===== src/rtl/sclt_pkg.sv =====
// ============================================================================
// Shell command line tokenizer package
// Event codes, character constants and the per-byte event list used by the
// tokenizer datapath.
// ============================================================================
package sclt_pkg;

	// Event codes carried on event_kind
	localparam logic [3:0] EV_CHAR = 4'd0;
	localparam logic [3:0] EV_WEND = 4'd1;
	localparam logic [3:0] EV_PIPE = 4'd2;
	localparam logic [3:0] EV_AMP  = 4'd3;
	localparam logic [3:0] EV_SEMI = 4'd4;
	localparam logic [3:0] EV_LT   = 4'd5;
	localparam logic [3:0] EV_GT   = 4'd6;
	localparam logic [3:0] EV_GTGT = 4'd7;
	localparam logic [3:0] EV_EOF  = 4'd8;
	localparam logic [3:0] EV_ERR  = 4'd9;

	// Most events one byte can cause (e.g. ">x" closing the line: gt, char, wend, eof)
	localparam int          MAX_EV = 4;
	localparam logic [2:0]  EV_CNT_MAX = 3'(MAX_EV);

	// Character constants
	localparam logic [7:0] CH_NUL    = 8'h00;
	localparam logic [7:0] CH_TAB    = 8'h09;
	localparam logic [7:0] CH_LF     = 8'h0A;
	localparam logic [7:0] CH_CR     = 8'h0D;
	localparam logic [7:0] CH_SPACE  = 8'h20;
	localparam logic [7:0] CH_DQUOTE = 8'h22;
	localparam logic [7:0] CH_AMP    = 8'h26;
	localparam logic [7:0] CH_SQUOTE = 8'h27;
	localparam logic [7:0] CH_SEMI   = 8'h3B;
	localparam logic [7:0] CH_LT     = 8'h3C;
	localparam logic [7:0] CH_GT     = 8'h3E;
	localparam logic [7:0] CH_BSLASH = 8'h5C;
	localparam logic [7:0] CH_PIPE   = 8'h7C;

	// Events produced by one byte, in emission order
	typedef struct packed {
		logic [MAX_EV-1:0][3:0] kind;
		logic [MAX_EV-1:0][7:0] chr;
		logic [2:0]             cnt;
	} ev_list_t;

	// Token separators
	function automatic logic is_blank(logic [7:0] c);
		return (c == CH_SPACE) || (c == CH_TAB) || (c == CH_LF) || (c == CH_CR);
	endfunction

	// Operator bytes that end a word
	function automatic logic is_oper(logic [7:0] c);
		return (c == CH_PIPE) || (c == CH_AMP) || (c == CH_GT) || (c == CH_LT) ||
			(c == CH_SEMI);
	endfunction

	// Append one event; char payload only for character events
	function automatic ev_list_t push(ev_list_t l, logic [3:0] kind, logic [7:0] ch);
		ev_list_t r;
		r = l;
		if (r.cnt < EV_CNT_MAX) begin
			r.kind[r.cnt[1:0]] = kind;
			r.chr[r.cnt[1:0]]  = (kind == EV_CHAR) ? ch : 8'd0;
			r.cnt              = r.cnt + 3'd1;
		end
		return r;
	endfunction

endpackage


===== src/rtl/shell_command_line_tokenizer.sv =====
// ============================================================================
// Shell command line tokenizer
// Lexes a command line one byte per transaction and streams token events:
// word characters, word ends, operators, redirects, EOF and error.
// ============================================================================
//
//  channel  | handshake                | payload
//  ---------+--------------------------+----------------------------------------
//  byte in  | byte_valid / byte_ready  | text_byte[7:0], line_end
//  event out| event_valid / event_ready| event_kind[3:0], char_value[7:0],
//           |                          | last_of_item
//
//  The lexer mode is updated in the cycle a byte is accepted; its 0 to 4
//  events go into a 4-entry event buffer. While event_ready is high, the
//  buffer drains one event per cycle and a byte causing at most one event
//  sustains one byte per cycle; others hold the input while it drains.
//  byte_ready is high when the buffer is empty or its last event leaves now.
//  arst_n clears the mode to idle and empties the buffer.
//  A stall on the event side holds the buffer and, through it, the input.

module shell_command_line_tokenizer (
	input  logic       clk,
	input  logic       arst_n,
	// byte channel
	input  logic       byte_valid,
	output logic       byte_ready,
	input  logic [7:0] text_byte,
	input  logic       line_end,
	// event channel
	output logic       event_valid,
	input  logic       event_ready,
	output logic [3:0] event_kind,
	output logic [7:0] char_value,
	output logic       last_of_item
);

	typedef enum logic [2:0] {
		MODE_IDLE,
		MODE_WORD,
		MODE_BSL,
		MODE_DQ,
		MODE_DQBSL,
		MODE_SQ,
		MODE_GT,
		MODE_SKIP
	} mode_t;

	mode_t                mode_q;
	sclt_pkg::ev_list_t   ev_q;
	logic [2:0]           rem_q;
	logic [1:0]           rd_q;

	mode_t                mode_nxt;
	sclt_pkg::ev_list_t   ev_nxt;
	logic                 byte_acc;
	logic                 event_acc;

	// Handshakes
	assign event_valid = (rem_q != 3'd0);
	assign event_acc   = event_valid && event_ready;
	assign byte_ready  = (rem_q == 3'd0) || ((rem_q == 3'd1) && event_ready);
	assign byte_acc    = byte_valid && byte_ready;

	// Output event from the buffer head
	assign event_kind   = ev_q.kind[rd_q];
	assign char_value   = ev_q.chr[rd_q];
	assign last_of_item = (rem_q == 3'd1);

	// Per-byte lexing: next mode and the events this byte causes
	always_comb begin
		logic do_idle;
		logic do_word;
		do_idle  = 1'b0;
		do_word  = 1'b0;
		mode_nxt = mode_q;
		ev_nxt   = '0;

		if (mode_q == MODE_SKIP) begin
			// discard bytes until the line end
			mode_nxt = line_end ? MODE_IDLE : MODE_SKIP;
		end else begin
			if (text_byte != sclt_pkg::CH_NUL) begin
				case (mode_q)
					MODE_IDLE: begin
						do_idle = 1'b1;
					end
					MODE_WORD: begin
						if (sclt_pkg::is_blank(text_byte) || sclt_pkg::is_oper(text_byte)) begin
							ev_nxt  = sclt_pkg::push(ev_nxt, sclt_pkg::EV_WEND, 8'd0);
							do_idle = 1'b1;
						end else begin
							do_word = 1'b1;
						end
					end
					MODE_BSL: begin
						ev_nxt   = sclt_pkg::push(ev_nxt, sclt_pkg::EV_CHAR, text_byte);
						mode_nxt = MODE_WORD;
					end
					MODE_DQ: begin
						if (text_byte == sclt_pkg::CH_DQUOTE) begin
							mode_nxt = MODE_WORD;
						end else if (text_byte == sclt_pkg::CH_BSLASH) begin
							mode_nxt = MODE_DQBSL;
						end else begin
							ev_nxt = sclt_pkg::push(ev_nxt, sclt_pkg::EV_CHAR, text_byte);
						end
					end
					MODE_DQBSL: begin
						// only \" and \\ collapse to one character
						if (text_byte != sclt_pkg::CH_DQUOTE &&
							text_byte != sclt_pkg::CH_BSLASH) begin
							ev_nxt = sclt_pkg::push(ev_nxt, sclt_pkg::EV_CHAR,
								sclt_pkg::CH_BSLASH);
						end
						ev_nxt   = sclt_pkg::push(ev_nxt, sclt_pkg::EV_CHAR, text_byte);
						mode_nxt = MODE_DQ;
					end
					MODE_SQ: begin
						if (text_byte == sclt_pkg::CH_SQUOTE) begin
							mode_nxt = MODE_WORD;
						end else begin
							ev_nxt = sclt_pkg::push(ev_nxt, sclt_pkg::EV_CHAR, text_byte);
						end
					end
					MODE_GT: begin
						if (text_byte == sclt_pkg::CH_GT) begin
							ev_nxt   = sclt_pkg::push(ev_nxt, sclt_pkg::EV_GTGT, 8'd0);
							mode_nxt = MODE_IDLE;
						end else begin
							ev_nxt  = sclt_pkg::push(ev_nxt, sclt_pkg::EV_GT, 8'd0);
							do_idle = 1'b1;
						end
					end
					default: begin
						mode_nxt = MODE_IDLE;
					end
				endcase

				// Byte seen between tokens
				if (do_idle) begin
					if (sclt_pkg::is_blank(text_byte)) begin
						mode_nxt = MODE_IDLE;
					end else if (text_byte == sclt_pkg::CH_PIPE) begin
						ev_nxt   = sclt_pkg::push(ev_nxt, sclt_pkg::EV_PIPE, 8'd0);
						mode_nxt = MODE_IDLE;
					end else if (text_byte == sclt_pkg::CH_AMP) begin
						ev_nxt   = sclt_pkg::push(ev_nxt, sclt_pkg::EV_AMP, 8'd0);
						mode_nxt = MODE_IDLE;
					end else if (text_byte == sclt_pkg::CH_SEMI) begin
						ev_nxt   = sclt_pkg::push(ev_nxt, sclt_pkg::EV_SEMI, 8'd0);
						mode_nxt = MODE_IDLE;
					end else if (text_byte == sclt_pkg::CH_LT) begin
						ev_nxt   = sclt_pkg::push(ev_nxt, sclt_pkg::EV_LT, 8'd0);
						mode_nxt = MODE_IDLE;
					end else if (text_byte == sclt_pkg::CH_GT) begin
						mode_nxt = MODE_GT;
					end else begin
						do_word = 1'b1;
					end
				end

				// Byte that starts or continues a word
				if (do_word) begin
					if (text_byte == sclt_pkg::CH_BSLASH) begin
						mode_nxt = MODE_BSL;
					end else if (text_byte == sclt_pkg::CH_DQUOTE) begin
						mode_nxt = MODE_DQ;
					end else if (text_byte == sclt_pkg::CH_SQUOTE) begin
						mode_nxt = MODE_SQ;
					end else begin
						ev_nxt   = sclt_pkg::push(ev_nxt, sclt_pkg::EV_CHAR, text_byte);
						mode_nxt = MODE_WORD;
					end
				end
			end

			// Close the line on line end or a zero byte
			if (line_end || text_byte == sclt_pkg::CH_NUL) begin
				case (mode_nxt)
					MODE_IDLE: begin
						ev_nxt = sclt_pkg::push(ev_nxt, sclt_pkg::EV_EOF, 8'd0);
					end
					MODE_WORD: begin
						ev_nxt = sclt_pkg::push(ev_nxt, sclt_pkg::EV_WEND, 8'd0);
						ev_nxt = sclt_pkg::push(ev_nxt, sclt_pkg::EV_EOF, 8'd0);
					end
					MODE_GT: begin
						ev_nxt = sclt_pkg::push(ev_nxt, sclt_pkg::EV_GT, 8'd0);
						ev_nxt = sclt_pkg::push(ev_nxt, sclt_pkg::EV_EOF, 8'd0);
					end
					default: begin
						// open quote or dangling backslash
						ev_nxt = sclt_pkg::push(ev_nxt, sclt_pkg::EV_ERR, 8'd0);
					end
				endcase
				mode_nxt = line_end ? MODE_IDLE : MODE_SKIP;
			end
		end
	end

	// Mode and event buffer
	always_ff @(posedge clk or negedge arst_n) begin
		if (!arst_n) begin
			mode_q <= MODE_IDLE;
			ev_q   <= '0;
			rem_q  <= 3'd0;
			rd_q   <= 2'd0;
		end else begin
			if (byte_acc) begin
				mode_q <= mode_nxt;
				ev_q   <= ev_nxt;
				rem_q  <= ev_nxt.cnt;
				rd_q   <= 2'd0;
			end else if (event_acc) begin
				rem_q <= rem_q - 3'd1;
				rd_q  <= rd_q + 2'd1;
			end
		end
	end

`ifndef SYNTHESIS
	// A line end always returns the lexer to idle
	assert property (@(posedge clk) disable iff (!arst_n)
		byte_valid && byte_ready && line_end |=> mode_q == MODE_IDLE)
		else $error("mode not idle after line end");

	// Bytes skipped after a zero byte cause no events
	assert property (@(posedge clk) disable iff (!arst_n)
		byte_valid && byte_ready && mode_q == MODE_SKIP |=> !event_valid)
		else $error("events produced while skipping");

	// EOF and error always close the byte's event group
	assert property (@(posedge clk) disable iff (!arst_n)
		event_valid && (event_kind == sclt_pkg::EV_EOF || event_kind == sclt_pkg::EV_ERR)
		|-> last_of_item)
		else $error("eof or error not last of its group");

	// After the last event of a group, a new group starts at the buffer head
	assert property (@(posedge clk) disable iff (!arst_n)
		event_valid && event_ready && last_of_item |=> !event_valid || rd_q == 2'd0)
		else $error("event buffer read pointer not rewound");

	// Read pointer plus pending events never exceed the buffer
	assert property (@(posedge clk) disable iff (!arst_n)
		({1'b0, rem_q} + {2'b00, rd_q}) <= {1'b0, sclt_pkg::EV_CNT_MAX})
		else $error("event buffer overrun");
`endif

endmodule

===== config.mk =====
export PLATFORM = sky130hd
export DESIGN_NAME = shell_command_line_tokenizer
export DESIGN_NICKNAME = d
export VERILOG_FILES = /design/src/rtl/sclt_pkg.sv /design/src/rtl/shell_command_line_tokenizer.sv
export SDC_FILE = /design/constraint.sdc
export NUM_CORES = 1
export LEC_CHECK = 0
export BUFFER_PORTS_ARGS = -buffer_cell sky130_fd_sc_hd__buf_4
export CELL_PAD_IN_SITES_DETAIL_PLACEMENT = 2
export CELL_PAD_IN_SITES_GLOBAL_PLACEMENT = 2
export CORE_MARGIN = 2
export CORE_UTILIZATION = 41
export CTS_BUF_LIST = sky130_fd_sc_hd__clkbuf_16
export DETAILED_ROUTE_END_ITERATION = 8
export GPL_TIMING_DRIVEN = 0
export MAX_ROUTING_LAYER = met4
export PLACE_DENSITY_LB_ADDON = 0.1
export SYNTH_ARGS = -nofsm -noshare
export SYNTH_HDL_FRONTEND = slang
export SYNTH_SLANG_ARGS = --single-unit

===== constraint.sdc =====
create_clock -name clk -period 6.2 [get_ports clk]
set_input_delay 0.93 -clock clk [delete_from_list [all_inputs] [get_ports clk]]
set_output_delay 0.93 -clock clk [all_outputs]
set_load 0.01 [all_outputs]

# --- Word-level counts from Yosys, hierarchy flattened ---
# Index checks and enable logic that the tools add are counted.
totals:
  reg_bits: 56
  input_bits: 13
  output_inout_bits: 15
  elab_cells: 250
classes:
  add_sub_neg: 8
  n_lt_le_gt_ge: 19
  n_eq_ne: 24
  mux: 118
  n_bitwise: 42
  reduce_logical: 28
ops:
  columns: ["cell", "n"]
  rows:
  - ["$mux 51", 39]
  - ["$pmux 51 s6", 1]
  - ["$pmux 51 s3", 1]
  - ["$and 32x32->32", 4]
  - ["$not 32->32", 4]
  - ["$demux 8 s2", 6]
  - ["$and 12x12->12", 6]
  - ["$mux 36", 2]
  - ["$not 12->12", 6]
  - ["$mux 3", 22]
  - ["$bwmux 32", 2]
  - ["$eq 8x6->1 const B", 7]
  - ["$mux 8", 7]
  - ["$demux 4 s2", 6]
  - ["$mux 11", 3]
  - ["$and 16x16->16", 2]
  - ["$and 8x8->8", 4]
  - ["$not 16->16", 2]
  - ["$not 8->8", 4]
  - ["$or 8x8->8", 4]
  - ["$mux 4", 7]
  - ["$eq 8x4->1 const B", 3]
  - ["$or 4x4->4", 6]
  - ["$lt 2x3->1 const B", 7]
  - ["26 further kinds", 84]

# --- Logic depth before layout (Yosys ltp) ---
depth:
  ltp_word: 65
  ltp_mapped: 22
  ltp_nobuf: 20

# --- Worst setup path before layout ---
# Ideal clock, no wire load.
synth_path:
  path_type: "input -> register"
  startpoint: "input port text_byte[0]"
  endpoint: "register ev_q[5] (netlist bit)"
  setup_time_ns: 0.110
  arrival_ns: 5.103
  required_time_ns: 6.090
  path_slack_ns: 0.987
  cell_stages: 18
  n_path_buf: 0
  cell_sequence: "or4b_2 -> nor3_1 -> or2_2 -> o21ai_0 -> a211oi_1 -> ha_1 -> a21o_1 -> ha_1 -> a21oi_1 -> nor2_1 -> inv_1 -> ha_1 -> o2bb2ai_1 -> inv_1 -> ha_1 -> nand3_1 -> o21bai_4 -> o41ai_1"
synth_via:
  elab_chain_len: 44
  elab_cells_between_ends: 159
  classes_between: "add/sub: 4; order compare: 18; eq/ne: 16; mux: 94; bitwise: 8; reduce/logical: 19"
synth_rtl:
  columns: ["item", "line", "rtl"]
  rows:
  - ["start, declared", "shell_command_line_tokenizer.sv:27", "input logic [7:0] text_byte,"]
  - ["$ne 8x6->1 or $ne 8x7->1 (tied branches)", "shell_command_line_tokenizer.sv:110, shell_command_line_tokenizer.sv:111", null]
  - ["$logic_and 1x1->1", "shell_command_line_tokenizer.sv:110", "if (text_byte != sclt_pkg::CH_DQUOTE &&"]
  - ["$mux 10", "shell_command_line_tokenizer.sv:110", null]
  - ["$mux 51", "shell_command_line_tokenizer.sv:83", "case (mode_q)"]
  - ["$mux 51", "shell_command_line_tokenizer.sv:82", "if (text_byte != sclt_pkg::CH_NUL) begin"]
  - ["$mux 51", "shell_command_line_tokenizer.sv:78", "if (mode_q == MODE_SKIP) begin"]
  - ["$add 3x1->3 or $lt 3x3->1 (tied branches)", "sclt_pkg.sv:64, sclt_pkg.sv:61", null]
  - ["$mux 51", "sclt_pkg.sv:61", "if (r.cnt < EV_CNT_MAX) begin"]
  - ["[28 not listed]", null, null]
  - ["$mux 8 or $mux 51 (tied branches)", "sclt_pkg.sv:63, shell_command_line_tokenizer.sv:179", null]
  - ["$demux 8 s2 or $mux 51 (tied branches)", "sclt_pkg.sv:63, shell_command_line_tokenizer.sv:178", null]
  - ["$not 32->32 (no line) or $mux 51 (tied branches)", null, null]
  - ["$and 32x32->32 (no line)", null, null]
  - ["$mux 51", "sclt_pkg.sv:61", null]
  - ["$pmux 51 s3", "shell_command_line_tokenizer.sv:179", "case (mode_nxt)"]
  - ["$mux 51 (*)", "shell_command_line_tokenizer.sv:178", "if (line_end || text_byte == sclt_pkg::CH_NUL) begin"]
  - ["$mux 51 (*)", "shell_command_line_tokenizer.sv:78", null]
  - ["end signal, assigned", "shell_command_line_tokenizer.sv:211", "ev_q <= ev_nxt;"]
  - ["end, declared", "shell_command_line_tokenizer.sv:49", "sclt_pkg::ev_list_t ev_q;"]
# Every way passes the cells marked *; elsewhere a longest branch is shown, timed or not. The select of a mux whose other input is x is not followed.
# A chain may end at the register's enable or synchronous reset.

# --- Worst setup path after layout ---
layout_path:
  startpoint: "input port text_byte[1]"
  endpoint: "register ev_q[22] (netlist bit)"
# The elaborated chain is that of the path after synthesis.

==> key figures <==
Clock network
  – Worst-path clk slew: 0.07 ns
  – H-Tree Depth: 2
  – CTS Buf Count: 5
  – # clock sinks: 56
  – CTS tree: done
  – Setup bufs post-CTS: 0
  – Clock Latency Late Sink: 0.30 ns
  – Root Driver: clkbuf_16
  – CTS max path bufs: 2

Final layout
  – Final non-filler cell total: 675
  – NumNets Final: 570
  – Layout cells sized above 1: 0.1410
  – Most common cell after layout, fill and taps aside: nand2_1
  – Layout area overhead: 12.22%
  – # diodes: 0
  – Commonest non-fill, non-tap cells in the layout: 83 x nand2_1, 56 x dfrtp_1, 33 x nor2_1

Drt
  – Routed Antenna Nets: 0
  – Highest Signal Layer: met4
  – Residual DRC count: 0
  – Vias per inst: 6.353
  – Post-Route M1 WL: 7.583 mm
  – DRT iter0 DRCs: 275
  – Met3 wire length: 614 um
  – Total number of vias: 4288
  – DRT Pass-1 Iters: 5
  – Met2 WL: 7.999 mm
  – Wire per inst: 24.33 um
  – Drt total wl: 16.42 mm

Critical path
  – CP Data Arrival Time: 6.11 ns
  – Cells along the critical path: buf_4, clkbuf_2, nor2_1, and4_1, a31oi_1, clkbuf_1, nand2_1, a211oi_4, ha_1, a21o_1, ha_1, and3_1, nand3_1, nand2_1, xnor2_1, nand2_1, inv_1, ha_1, nand2_1, nor3_1, o211a_1, nor3_1, a22o_1
  – Crit path top cell by count: nand2_1
  – CP endpoint kind: flop
  – Critical path class: in2reg
  – Startpoint Class: input port
  – Slowest stage cell on the critical path: nor3_1
  – Required @ worst endpoint: 6.43 ns
  – Max FO, Critical Path: 10
  – Largest stage delay, worst path: 0.59 ns

Global route
  – Initial antenna violation count: 0
  – Gr ovfl total: 0
  – Largest net degree at the start of global routing: 57
  – Tot GR Track Use: 0.3068
  – Vias in the first global route: 4555
  – Global-route wire length before repair: 26.43 mm

Synthesis
  – Top_reg_cell synth: dfrtp_1
  – Post-Synth Simple-Gate Area: 0.2339
  – Synth Register Bits: 56
  – Syn avg cell area: 8.677 um^2
  – Synth Area in XOR/XNOR: 0.01342
  – Mux contribution to synthesized area: 0.07796
  – Syn_nets: 537
  – EDFF count, synth: 0
  – Synth Area in Compound Gates: 0.2496
  – Total number of yosys warnings: 0
  – Post-synthesis sequential area ratio: 0.3198
  – Cells after Synth: 505
  – Largest family of logic cells by synthesized area: compound AO/OA/AOI/OAI gates
  – Ys async rst share: 1.000
  – Synthesized area: 4382 um^2
  – Count of cell types in the netlist: 80
  – Adder-cell share of the synthesized area: 0.05425

STA
  – Slew Viols, Final: 0
  – RSZ-0062 raised after global routing: no
  – Slew at the pin with the worst max-slew slack: 1.381 ns
  – Final Cycle Share: 0.9474
  – Clock Skew: 0.007783 ns
  – Fin. Hold Viols: 0
  – Rel. slew slack: 0.07404
  – Endpoints failing setup: 0
  – Setup TNS: 0 ns
  – Fmax: 170.2 MHz
  – Minimum clock period: 5.874 ns

Floorplanning
  – I/O pin count: 28
  – Die width: 107.4 um
  – Die Ht: 107.4 um
  – DIE AREA: 11530 um^2
  – Row count: 37
  – Initial Util: 0.4225
  – Placeable Area: 10370 um^2

Place
  – Port buffer count: 26
  – Cells after DPL: 667
  – RD Place Congestion: 0.9367
  – DPL Wire Length: 12.84 mm

Pwr
  – Clock share of power: 0.105
  – Sw Pwr: 1.455 mW
  – Sw Ratio: 0.5279
  – PwrDens: 560.5 nW/um^2
  – Power Internal: 1.301 mW
  – VDD IR max: 0.4396 mV
  – Reg power frac: 0.191
  – Combinational group share of total power: 0.705
  – Leakage: 2.140 nW

Status
  – Run status: finished clean

Min path
  – Hold WC Path Type: reg2reg

Job
  – Number of max-cap violations: 0
[power by group through the flow]
stage / clock network (mW) / logic (mW) / registers [mW]
2_1_floorplan: 0 / 1.31 / 0.497
3_3_place_gp: 0 / 1.81 / 0.520
3_5_place_dp: 0 / 1.90 / 0.527
4_1_cts: 0.289 / 1.92 / 0.524
5_1_grt: 0.305 / 2.14 / 0.535
6_report: 0.289 / 1.94 / 0.525
[cell type report]
class,instances,area [um^2]
clock buffer,5,125.1
timing repair buffer,26,195.2
fill,1171,5453
sequential,56,1401
multi-input combinational,395,2775
buffer,33,148.9
inverter,21,78.83
tap,136,170.2
clock inverter,3,22.52
[synth_stat cells, drive strengths merged, types with 3 or more instances]
| library cell | instances | share of area |
|---|---|---|
| or3b | 3 | 0.0060 |
| nand2b | 7 | 0.010 |
| nor3b | 3 | 0.0051 |
| clkbuf | 22 | 0.019 |
| o31ai | 24 | 0.043 |
| o221ai | 3 | 0.0060 |
| mux4 | 12 | 0.062 |
| o41ai | 4 | 0.0080 |
| nor2b | 7 | 0.010 |
| or2 | 4 | 0.0057 |
| and3 | 10 | 0.014 |
| nor3 | 9 | 0.010 |
| a22oi | 9 | 0.015 |
| ha | 19 | 0.054 |
| a211oi | 3 | 0.0051 |
| mux2i | 6 | 0.014 |
| a31oi | 6 | 0.0086 |
| nor2 | 33 | 0.028 |
| o31a | 3 | 0.0060 |
| o21ai | 34 | 0.042 |
| a21oi | 12 | 0.014 |
| a22o | 12 | 0.024 |
| and4 | 4 | 0.0086 |
| inv | 21 | 0.018 |
| o211ai | 5 | 0.0086 |
| buf | 11 | 0.014 |
| nand3 | 18 | 0.021 |
| nand4 | 4 | 0.0057 |
| nand2 | 83 | 0.071 |
| and2 | 7 | 0.010 |
| dfrtp | 56 | 0.32 |
[cell families after synthesis]
family / Yosys count
AOI/OAI and AO/OA: 146
xor gates and xnor gates: 5
adders and majority gates: 19
buffers and inverters: 54
DFF: 56
muxes: 19
and+or+nand+nor: 206
[layer usage]
layer | up-vias | track usage
li1 | 1946 | -
met1 | 2214 | 0.4208
met2 | 111 | 0.5054
met3 | 17 | 0.02482
met4 | 0 | 0.05861
met5 | - | -
[critical path, delay by kind of cell]
family / cells / cell delay (ns)
xor gates and xnor gates: 1 / 0.19
adders and majority gates: 3 / 0.71
buffers and inverters: 4 / 0.85
and+or+nand+nor: 10 / 2.11
AOI/OAI and AO/OA: 5 / 1.31
[sequential cells by signal, summed over array words and instances, names as in the netlist]
register  cells
ev_q         48
mode_q        3
rd_q          2
rem_q         3
[worst paths after layout]
kind                               from  endpoint  slack (ns)  cells after the start
min in group asynchronous        arst_n  ev_q[15]        0.68                      1
max in group asynchronous        arst_n   rd_q[1]        5.03                      1
setup / recovery           text_byte[1]  ev_q[22]        0.33                     23
setup reg to reg              mode_q[2]  ev_q[22]        1.17                     20
hold reg to reg                ev_q[24]  ev_q[24]        0.47                      2
hold / removal                 ev_q[24]  ev_q[24]        0.47                      2
[timing repair]
action / in CTS / in global routing
pin swaps: 0 / 0
setup endpoints to repair: 25 / 29
gates resized for setup: 1 / 7
hold buffers: 0 / 0
[through the flow]
stage / setup WS, ns / hold slack (ns) / area, um^2 / power, mW / util
3_5_place_dp: -0.5013 / 0.4622 / 4747 / 2.427 / 0.4578
4_1_cts: 0.07234 / 0.4787 / 4900 / 2.733 / 0.4725
2_1_floorplan: 0.9869 / 0.4386 / 4382 / 1.810 / -
5_1_grt: 0.01071 / 0.5185 / 4917 / 2.977 / 0.4742
3_3_place_gp: -0.4101 / 0.4557 / 4747 / 2.333 / 0.4578
6_report: 0.3260 / 0.4745 / 4917 / 2.756 / 0.4742
Power figures use the tool's default switching activity.
